<file path="src/hdl/lncm_pkg.sv">
// ---------------------------------------------------------------------------
// lncm_pkg
// Types and constants shared by the looped noise clip mixer.
// ---------------------------------------------------------------------------
`default_nettype none

package lncm_pkg;

  localparam int SAMPLE_W       = 16;
  localparam int IDX_W          = 16;
  localparam int FRAC_W         = 16;
  localparam int GAIN_W         = 16;
  localparam int GAIN_FRAC_W    = 14;
  localparam int LEN_REGS       = 4;
  localparam int LEN_REG_W      = 15;
  localparam int COUNT_REG_W    = 3;
  localparam int CFG_ADDR_W     = 3;
  localparam int CFG_DATA_W     = 15;
  localparam int NUM_CLIPS_DEF  = 4;
  localparam int CLIP_DEPTH_DEF = 16384;

  localparam logic [GAIN_FRAC_W-1:0] GAIN_HALF = GAIN_FRAC_W'(1 << (GAIN_FRAC_W - 1));

  // register indexes
  localparam logic [CFG_ADDR_W-1:0] REG_CLIP_COUNT = 3'd0;
  localparam logic [CFG_ADDR_W-1:0] REG_CLIP0_LEN  = 3'd1;
  localparam logic [CFG_ADDR_W-1:0] REG_CLIP3_LEN  = 3'd4;

  typedef enum logic {
    REQ_LOAD = 1'b0,
    REQ_MIX  = 1'b1
  } req_type_e;

  typedef struct packed {
    req_type_e                   req_type;
    logic [1:0]                  load_clip;
    logic [13:0]                 load_addr;
    logic signed [SAMPLE_W-1:0]  sample;
    logic                        first_of_clip;
    logic                        noise_en;
    logic [IDX_W-1:0]            clip_choice;
    logic [FRAC_W-1:0]           start_fraction;
    logic [GAIN_W-1:0]           noise_gain;
  } in_req_t;

  typedef struct packed {
    logic signed [SAMPLE_W-1:0]  mixed_sample;
    logic                        saturated;
  } out_rsp_t;

endpackage

`default_nettype wire

</file>
<file path="src/hdl/lncm_mod.sv">
// ---------------------------------------------------------------------------
// lncm_mod
// Iterative remainder of the clip choice by the clip count, one nibble a cycle.
// ---------------------------------------------------------------------------
`default_nettype none

module lncm_mod #(
  parameter  int NUM_CLIPS = lncm_pkg::NUM_CLIPS_DEF,
  localparam int CNT_W     = $clog2(NUM_CLIPS + 1),
  localparam int CLIP_W    = (NUM_CLIPS > 1) ? $clog2(NUM_CLIPS) : 1
) (
  input  wire logic                       clk_i,
  input  wire logic                       rst_ni,
  input  wire logic                       start_i,
  input  wire logic [lncm_pkg::IDX_W-1:0] dividend_i,
  input  wire logic [CNT_W-1:0]           divisor_i,
  output logic                            done_o,
  output logic [CLIP_W-1:0]               rem_o
);
  import lncm_pkg::*;

  localparam int STEPS  = IDX_W / 4;
  localparam int STEP_W = $clog2(STEPS);

  logic              busy_q, done_q;
  logic [STEP_W-1:0] step_q;
  logic [IDX_W-1:0]  sh_q;
  logic [CNT_W-1:0]  div_q;
  logic [CNT_W-1:0]  rem_q, rem_d;

  // restoring remainder over the top nibble
  always_comb begin
    logic [CNT_W:0] trial;
    rem_d = rem_q;
    for (int i = 0; i < 4; i++) begin
      trial = {rem_d, sh_q[IDX_W-1-i]};
      if (trial >= {1'b0, div_q}) begin
        trial = trial - {1'b0, div_q};
      end
      rem_d = trial[CNT_W-1:0];
    end
  end

  always_ff @(posedge clk_i or negedge rst_ni) begin
    if (!rst_ni) begin
      busy_q <= 1'b0;
      done_q <= 1'b0;
      step_q <= '0;
    end else begin
      done_q <= 1'b0;
      if (start_i) begin
        busy_q <= 1'b1;
        step_q <= '0;
      end else if (busy_q) begin
        step_q <= step_q + 1'b1;
        if (step_q == STEP_W'(STEPS - 1)) begin
          busy_q <= 1'b0;
          done_q <= 1'b1;
        end
      end
    end
  end

  always_ff @(posedge clk_i) begin
    if (start_i) begin
      sh_q  <= dividend_i;
      div_q <= divisor_i;
      rem_q <= '0;
    end else if (busy_q) begin
      sh_q  <= sh_q << 4;
      rem_q <= rem_d;
    end
  end

  assign done_o = done_q;
  assign rem_o  = CLIP_W'(rem_q);

endmodule

`default_nettype wire

</file>
<file path="config.mk">
export PLATFORM = sky130hd
export DESIGN_NAME = lncm_mod
export DESIGN_NICKNAME = d
export VERILOG_FILES = /design/src/hdl/lncm_pkg.sv /design/src/hdl/lncm_mod.sv
export SDC_FILE = /design/constraint.sdc
export NUM_CORES = 1
export LEC_CHECK = 0
export ABC_AREA = 0
export BUFFER_PORTS_ARGS = -buffer_cell sky130_fd_sc_hd__buf_2
export CAP_MARGIN = 20
export CORE_UTILIZATION = 60
export CTS_CLUSTER_DIAMETER = 200
export DETAILED_ROUTE_END_ITERATION = 8
export MAX_ROUTING_LAYER = met4
export PLACE_DENSITY_LB_ADDON = 0.1
export RECOVER_POWER = 25
export REMOVE_ABC_BUFFERS = 1
export SKIP_CTS_REPAIR_TIMING = 1
export SYNTH_ARGS = -nofsm -noshare
export SYNTH_HDL_FRONTEND = slang
export SYNTH_SLANG_ARGS = --single-unit
</file>
<file path="constraint.sdc">
create_clock -name clk_i -period 12.1 [get_ports clk_i]
set_clock_uncertainty 0.15 [all_clocks]
set_input_delay 1.815 -clock clk_i [delete_from_list [all_inputs] [get_ports clk_i]]
set_output_delay 1.815 -clock clk_i [all_outputs]
set_load 0.05 [all_outputs]
</file>
## Word level (Yosys, flattened, before mapping)

Index checks and enable logic that the tools add are counted.

| cells by class | value |
|---|---|
| add/sub/neg operators | 5 |
| order comparisons | 4 |
| eq/ne operators | 1 |
| mux-type cells | 14 |
| reduce and logical (&&, ||, !) cells | 1 |

Operator list:

| operator | count |
|---|---|
| 16-bit 2-to-1 mux | 2 |
| 4-bit by 3-bit greater-or-equal comparator with 1-bit output | 4 |
| 3-bit 2-to-1 mux | 4 |
| 3-bit subtractor | 4 |
| 1-bit 2-to-1 mux | 6 |
| 2-bit 2-to-1 mux | 2 |
| 2-bit by 1-bit adder with 2-bit output (second input constant) | 1 |
| 2-bit == test (second input constant) | 1 |
| 2-bit nonzero test | 1 |

| storage, ports and cells | value |
|---|---|
| register bits | 26 |
| bits of input ports | 22 |
| logic and storage cells | 31 |

## Logic depth before layout (Yosys ltp)

Gate-level depths: netlist of run 1.

| depth | value |
|---|---|
| word-level depth | 8 |
| depth in mapped cells | 29 |
| depth with buffers taken out | 29 |

## Least setup slack after synthesis of run 1

Ideal clock, no wire load.

| path | value |
|---|---|
| kind | reg2reg |
| from | register sh_q[15] |
| to | register rem_q[1] |
| data arrival time | 5607 ps |
| setup slack | 6206 ps |
| cell stages (with the launch flop) | 29 |
| clock period less this slack | 5894 ps |
| path through | edfxtp_1 -> inv_1 -> ha_1 -> inv_1 -> fa_1 -> a21o_1 -> a21boi_0 -> nor2_1 -> a21oi_1 -> inv_1 -> ha_1 -> a21bo_2 -> a21oi_4 -> o21ai_4 -> o21a_1 -> inv_1 -> fa_1 -> a21bo_2 -> a21o_1 -> a221oi_1 -> mux2i_1 -> ha_1 -> a21o_1 -> a21oi_1 -> o21ai_0 -> a21o_1 -> a311oi_4 -> mux2i_1 -> a211oi_2 |

| on the way | value |
|---|---|
| word-level cells in the longest chain between the ends | 8 |
| elaborated cells between the ends (all ways) | 12 |

Ends and longest elaborated chain:

| item | line | text |
|---|---|---|
| start: declaration | lncm_mod.sv:27 | `logic [IDX_W-1:0] sh_q;` |
| start signal: assignment | lncm_mod.sv:66 | `sh_q <= dividend_i;` |
| start signal: assignment | lncm_mod.sv:70 | `sh_q <= sh_q << 4;` |
| 4-bit by 3-bit greater-or-equal comparator with 1-bit output or 3-bit subtractor (tied branches) | lncm_mod.sv:37, lncm_mod.sv:38 |  |
| 3-bit 2-to-1 mux (*) | lncm_mod.sv:37 | `if (trial >= {1'b0, div_q}) begin` |
| 4-bit by 3-bit greater-or-equal comparator with 1-bit output or 3-bit subtractor (tied branches) | lncm_mod.sv:37, lncm_mod.sv:38 |  |
| 3-bit 2-to-1 mux (*) | lncm_mod.sv:37 |  |
| 4-bit by 3-bit greater-or-equal comparator with 1-bit output or 3-bit subtractor (tied branches) | lncm_mod.sv:37, lncm_mod.sv:38 |  |
| 3-bit 2-to-1 mux (*) | lncm_mod.sv:37 |  |
| 4-bit by 3-bit greater-or-equal comparator with 1-bit output or 3-bit subtractor (tied branches) | lncm_mod.sv:37, lncm_mod.sv:38 |  |
| 3-bit 2-to-1 mux (*) | lncm_mod.sv:37 |  |
| end signal: assignment | lncm_mod.sv:71 | `rem_q <= rem_d;` |
| end: declaration | lncm_mod.sv:29 | `logic [CNT_W-1:0] rem_q, rem_d;` |

Mark *: on every way between the ends. The rest lies on a longest branch, timed or not.
A chain may end at the register's enable or synchronous reset.

## Final worst setup path of run 1

Ends and elaborated chain as after synthesis.

==> results of run 1 <==
==> metal layers <==
metal	GRT usage [%]	share of wire, %
met1	24.02	47
met2	34.94	50
met3	3.279	2.5
met4	6.250	0.93
met5	-	0
==> cell type report <==
class / instances / area [sq um]
fill: 204 / 735.7
clock buffer: 4 / 26.28
timing repair buffer: 24 / 117.6
sequential: 26 / 730.7
tap: 30 / 37.54
inverter: 15 / 56.30
multi-input combinational: 90 / 863.3
==> cells by family after synthesis <==
logic type | after synthesis
AOI/OAI and AO/OA | 28
DFF | 26
and+or+nand+nor | 24
buffers and inverters | 21
muxes | 17
adders and majority gates | 17
xor gates and xnor gates | 4
==> sequential cells by signal (all words and copies together) (netlist names) <==
signal  cells
step_q      2
rem_q       3
done_o      1
div_q       3
busy_q      1
sh_q       16
==> path summary, 6_finish.rpt <==
check                               start        end  slack (ps)  cells after the start
worst max-delay path             sh_q[15]   rem_q[1]        5450                     28
worst min-delay path            step_q[1]  step_q[1]         390                      2
worst max register to register   sh_q[15]   rem_q[1]        5450                     28
worst min register to register  step_q[1]  step_q[1]         390                      2
max in group asynchronous          rst_ni     busy_q       10470                      1
min in group asynchronous          rst_ni  step_q[0]        1150                      1
==> cell usage after synthesis (2+ instances only) <==
cell type	count	area [sq um]
mux2_2	13	146.4
nor2_1	8	30.03
dfxtp_1	3	60.06
fa_1	4	80.08
buf_4	2	15.01
mux2i_1	4	40.04
a21oi_1	5	25.02
edfxtp_1	19	570.6
clkbuf_1	4	15.01
nand2_1	4	15.01
a21o_1	5	37.54
or2_2	3	18.77
a21bo_2	2	20.02
ha_1	13	162.7
and2_1	4	25.02
dfrtp_1	4	100.1
xnor2_1	3	26.28
inv_1	15	56.30
==> per-stage QoR <==
step                      worst slack, ps  hold WS (ps)  util (%)  instances
after floorplan                      6176         340.5         -        131
after global placement               5656         356.0     70.42        185
after detailed placement             5444         370.3     70.42        185
after CTS                            5422         402.1     71.44        189
after global routing                 4978         434.2     71.35        189
final                                5449         394.7     71.35        189
==> where the power goes <==
part | switching (uW) | internal, uW | total, uW
combinational | 179 | 149 | 328
sequential | 12.0 | 112 | 124
clock | 23.7 | 12.9 | 36.6
==> worst max-delay path: cells and delay by family, from the launching register on <==
kind	cells	cell delay [ps]
AOI/OAI and AO/OA	16	3510
adders and majority gates	5	1320
muxes	2	680
DFF	1	450
buffers and inverters	4	290
and+or+nand+nor	1	90
==> flow_metrics.tcl, run 1 <==
set metrics [dict create \
    start_kind "register" \
    dr_total_vias 1049 \
    grt_usage_pct 20.17 \
    synth_top_family_by_area "compound AO/OA/AOI/OAI gates" \
    first_iter_violations 11 \
    antenna_found_initial 0 \
    drt_wl_total_um 2692 \
    p_leak_uw 0.0008150 \
    synth_area_sq_mm 0.001680 \
    crit_slowest_cell "edfxtp_1" \
    setup_viol 0 \
    rsz0062_at_grt "false" \
    tightest_slew_ps 1296 \
    htreeDepth 1 \
    cp_max_fo 7 \
    yosysUniqueCellTypes 40 \
    layout_common_cells "buf_2 (22), edfxtp_1 (19), inv_1 (15)" \
    final_common_cell "buf_2" \
    antenna_cells 0 \
    dieArea_sq_mm 0.003016 \
    synth_compound_area_share_pct 15.93 \
    drive_gt1_share_pct 31.45 \
    wire_per_inst_um 14.24 \
    layout_min_cycle_time_ps 6651 \
    core_sq_mm 0.002567 \
    ys_warn_count 0 \
    synth_ff_type "edfxtp_1" \
    seq_area_frac_synth_pct 43.48 \
    finalPower_uw 488.8 \
    synthToLayoutAreaGrowth_pct 9.010 \
    clock_sinks 26 \
    numCtsBuffers 3 \
    cts_max_path_buffers 2 \
    arrival_ps 6660 \
    ys_seq_elements 26 \
    route.antenna.remaining_nets 0 \
    tritoncts "yes" \
    grt_pass1_wl_um 4057 \
    synthAdderAreaFrac_pct 14.45 \
    pwr_density_cell_mw_per_mm2 266.9 \
    synth_xor_area_share_pct 2.085 \
    io_buffers 24 \
    slowest_delay_ps 450 \
    synth.area.mux_share_pct 11.09 \
    report.final.slew_viol_count 0 \
    dr.pass1.iters 4 \
    max_freq_mhz 150.4 \
    synth-simple-area-share_pct 7.818 \
    drc 0 \
    syn_avg_cell_area_sq_um 12.27 \
    viasPerCell 5.550 \
    die_w_um 54.92 \
    root_buffer "clkbuf_4" \
    status "finished, final reports clean" \
    ios 25 \
    tns_ps 0 \
    hp-class "register to register" \
    grt_max_degree 30 \
    synth_edf_count 19 \
    nets 199 \
    fin_area_sq_mm 0.001832 \
    synthArstFlopShare_pct 15.38 \
    irDropWorstVdd_mv 0.2140 \
    grt_overflow 0 \
    path_class "register to register" \
    max-cap-violations 0 \
    place_hpwl_um 2126 \
    rows 18 \
    maxSlewHeadroom_pct 13.58 \
    syn_inst 137 \
    cp.required_ps 12110 \
    place_congestion 0.8435 \
    clk_pin_slew_ps 130 \
    dpl_cell_area_sq_mm 0.001808 \
    grt_pass1_vias 992 \
    finalHoldViolations 0 \
    clk_latency_ps 310 \
    fp.dieH_um 54.92 \
    start_util_pct 65.45 \
    worstSetupEndpointType "register" \
    min_period_over_period_pct 54.97 \
]
No activity file was read; power rests on OpenSTA's default activity.
==> inputs of run 2 (changes only) <==
Settings changed: CORE_UTILIZATION 60 to 56.
Clock period 12.1 ns to 6.7 ns, I/O delays scaled along.
==> flow_metrics.tcl, run 2 (synthesized netlist as in run 1, its figures left out) <==
set metrics [dict create \
    status "complete, but fails checks" \
    violations "DRC" \
    arrival_ps 6370 \
    largest_reg_flops 16 \
    numCtsBuffers 3 \
    clk_pin_slew_ps 130 \
    synthToLayoutAreaGrowth_pct 12.36 \
    drive_gt1_share_pct 35.19 \
    clock_sinks 26 \
    final_common_cell "buf_2" \
    hp-class "primary input to async pin" \
    cp.required_ps 6740 \
    max-cap-violations 0 \
    core_sq_mm 0.002805 \
    cp_max_fo 7 \
    switching_power_uw 407.5 \
    grt_usage_pct 19.63 \
    fp.dieH_um 56.78 \
    path_class "register to register" \
    place_hpwl_um 2177 \
    dr.pass1.iters 6 \
    irDropWorstVdd_mv 0.2578 \
    grt_pass1_wl_um 4712 \
    worstSetupEndpointType "register" \
    p_leak_uw 0.0008465 \
    slowest_delay_ps 450 \
    power_frac_comb_pct 66.5 \
    antenna_found_initial 0 \
    dr_total_vias 1077 \
    report.final.slew_viol_count 0 \
    max_freq_mhz 158.2 \
    power_frac_clock_pct 9.7 \
    wire_per_inst_um 14.50 \
    nets 202 \
    top_register "sh_q" \
    min_period_over_period_pct 94.37 \
    layout_common_cells "buf_2 (23), edfxtp_1 (19), inv_1 (15)" \
    rsz0062_at_grt "false" \
    pwr_density_cell_mw_per_mm2 494.5 \
    place_congestion 0.8760 \
    holdWs_ps 332.5 \
    rr_worst_depth 28 \
    start_kind "register" \
    swShare_pct 43.64 \
    grt_overflow 0 \
    first_iter_violations 60 \
    tns_ps 0 \
    finalHoldViolations 0 \
    tightest_slew_ps 545.7 \
    reg_top3 "sh_q (16), div_q (3), rem_q (3)" \
    crit_slowest_cell "edfxtp_1" \
    drt_wl_total_um 2799 \
    cts_max_path_buffers 2 \
    layout_min_cycle_time_ps 6323 \
    dieArea_sq_mm 0.003224 \
    drc 2 \
    p_int_uw 526.2 \
    multi_input_area_sq_um 873.3 \
    io_buffers 24 \
    htreeDepth 1 \
    rows 19 \
    root_buffer "clkbuf_4" \
    ios 25 \
    antenna_cells 0 \
    start_util_pct 59.90 \
    die_w_um 56.78 \
    viasPerCell 5.580 \
    fill_cells 222 \
    clk_latency_ps 320 \
    grt_pass1_vias 1135 \
    grt_max_degree 30 \
    seqPwrFrac_pct 23.8 \
    maxSlewHeadroom_pct 63.62 \
    seqCellArea_sq_um 730.7 \
    setup_viol 0 \
    route.antenna.remaining_nets 0 \
    tritoncts "yes" \
]
==> run 2: power groups by stage <==
stage,Combinational [uW],Clock (uW),Sequential [uW]
2_1_floorplan,466,0,239
3_3_place_gp,579,0,225
3_5_place_dp,602,0,227
4_1_cts,603,93.5,223
5_1_grt,678,98.4,226
6_report,621,90.7,222
==> run 2: final timing paths <==
path	slack (ps)	to	startpoint
max	380	rem_q[1]	sh_q[15]
min	330	step_q[1]	rst_ni
max reg2reg	380	rem_q[1]	sh_q[15]
min reg2reg	410	rem_q[2]	rem_q[2]
max in group asynchronous	5890	busy_q	rst_ni
min in group clk_i	410	rem_q[2]	rem_q[2]
==> run 2: routing by layer <==
layer / share of wire (%) / track usage, % / wire (um) / vias to the layer above
met2: 51 / 34.35 / 1424 / 27
met1: 43 / 22.66 / 1212 / 502
met3: 2.8 / 1.843 / 79 / 10
met5: 0 / - / 0 / -
li1: - / - / - / 538
met4: 2.9 / 9.408 / 82 / 0
==> run 2: through the flow <==
step	power [uW]	instance area, sq um	std cells	util [%]	setup slack [ps]
finish	933.6	1888	193	67.31	377.0
global placement	804.1	1817	187	64.76	323.9
floorplan	705.1	1650	131	-	776.4
CTS	920.0	1864	191	66.46	152.1
detailed placement	828.3	1817	187	64.76	163.2
global route	1003	1888	193	67.31	1.623
==> run 2: layout make-up <==
cell class              instances  share of cell area, %
multi-input cells              90                  46.26
flip-flops and latches         26                  38.70
repair buffers                 27                  7.488
inverters                      15                  2.982
clock buffers                   4                  2.518
well taps                      31                  2.054
==> run 2: critical path, delay by kind of cell (launching register included) <==
family,cells,cell delay (ps)
and+or+nand+nor,1,60
DFF,1,450
muxes,2,630
adders and majority gates,5,1280
AOI/OAI and AO/OA,16,3310
buffers and inverters,4,310
==> inputs of run 3 (changes only) <==
Settings changed: CORE_ASPECT_RATIO from default to 1.25.
==> flow_metrics.tcl, run 3 (synthesized netlist as in run 1, its figures left out) <==
set metrics [dict create \
    fill_cells 212 \
    start_util_pct 60.91 \
    finalPower_uw 940.5 \
    tightest_slew_ps 535.6 \
    swShare_pct 43.81 \
    io_buffers 24 \
    power_frac_comb_pct 68.2 \
    place_ws_ps -50.87 \
    numCtsBuffers 3 \
    maxSlewHeadroom_pct 64.29 \
    max_freq_mhz 155.6 \
    route.antenna.remaining_nets 0 \
    layout_min_cycle_time_ps 6425 \
    max-cap-violations 0 \
    tritoncts "yes" \
    dieArea_sq_mm 0.003225 \
    place_congestion 0.7989 \
    cp.required_ps 6740 \
    min_period_over_period_pct 95.89 \
    ios 25 \
    p_leak_uw 0.0008426 \
    multi_input_area_sq_um 880.8 \
    p_int_uw 528.4 \
    seqCellArea_sq_um 730.7 \
    nets 202 \
    grt_pass1_vias 1149 \
    setup_viol 0 \
    irDropWorstVdd_mv 0.3273 \
    fin_area_sq_mm 0.001888 \
    clk_latency_ps 320 \
    drc 0 \
    setup_slack_ps 275.1 \
    dr_total_vias 1084 \
    hp-class "primary input to async pin" \
    status "finished, final reports clean" \
    rows 21 \
    tns_ps 0 \
    root_buffer "clkbuf_4" \
    first_iter_violations 19 \
    holdWs_ps 332.6 \
    arrival_ps 6470 \
    viasPerCell 5.531 \
    grt_max_degree 30 \
    top_register "sh_q" \
    dr.pass1.iters 4 \
    largest_reg_flops 16 \
    clock_sinks 26 \
    report.final.slew_viol_count 0 \
    grt_usage_pct 21.57 \
    die_w_um 51.00 \
    drt_wl_total_um 2844 \
    path_class "register to register" \
    layout_common_cells "buf_2 (23), edfxtp_1 (19), inv_1 (15)" \
    clk_pin_slew_ps 130 \
    cp_max_fo 7 \
    dpl_cell_area_sq_mm 0.001813 \
    antenna_cells 0 \
    reg_top3 "sh_q (16), div_q (3), rem_q (3)" \
    wire_per_inst_um 14.51 \
    start_kind "register" \
    drive_gt1_share_pct 36.42 \
    antenna_found_initial 0 \
    finalHoldViolations 0 \
    htreeDepth 1 \
    slowest_delay_ps 470 \
    switching_power_uw 412.1 \
    worstSetupEndpointType "register" \
    power_frac_clock_pct 8.1 \
    final_common_cell "buf_2" \
    seqPwrFrac_pct 23.7 \
    core_sq_mm 0.002759 \
    place_hpwl_um 2197 \
    cts_max_path_buffers 2 \
    fp.dieH_um 63.25 \
    pwr_density_cell_mw_per_mm2 498.1 \
    synthToLayoutAreaGrowth_pct 12.36 \
    grt_overflow 0 \
    grt_pass1_wl_um 4940 \
    crit_slowest_cell "edfxtp_1" \
]
[run 3: area by class of cell]
class | count | area share [%]
Multi-Input combinational cell | 90 | 46.65
Tap cell | 34 | 2.253
Clock buffer | 4 | 1.922
Inverter | 15 | 2.982
Timing Repair Buffer | 27 | 7.488
Sequential cell | 26 | 38.70
[run 3: per-stage QoR]
stage	utilization, %	cells
3_5_place_dp	65.71	189
6_report	68.44	196
2_1_floorplan	-	131
4_1_cts	67.03	193
5_1_grt	68.44	196
3_3_place_gp	65.71	189
[run 3: worst max-delay path: cells and delay by family (launching register included)]
kind,cells,cell delay [ps]
compound gates,16,3300
fa+ha+maj,5,1320
buf+inv,5,500
flops,1,470
mux,1,370
simple gates,2,190
[run 3: power groups by stage]
stage               combinational, uW  clock, uW  sequential [uW]
floorplan                         466          0              239
global placement                  578          0              225
detailed placement                597          0              227
CTS                               601       79.8              223
global route                      708       88.1              226
finish                            641       76.1              223
[run 3: final timing paths]
check / startpoint / end / slack [ps] / cells after the start
setup / recovery: sh_q[15] / rem_q[0] / 280 / 29
hold / removal: rst_ni / step_q[1] / 330 / 1
setup reg to reg: sh_q[15] / rem_q[0] / 280 / 29
hold reg to reg: step_q[1] / step_q[1] / 400 / 2
max in group asynchronous: rst_ni / done_o / 5890 / 1
min in group clk_i: step_q[1] / step_q[1] / 400 / 2
[run 3: layer usage]
metal	vias to the layer above	track usage [%]	routed length, um
li1	541	-	-
met1	510	23.09	1186
met2	25	38.16	1481
met3	8	3.865	95
met4	0	8.681	80
met5	-	-	0
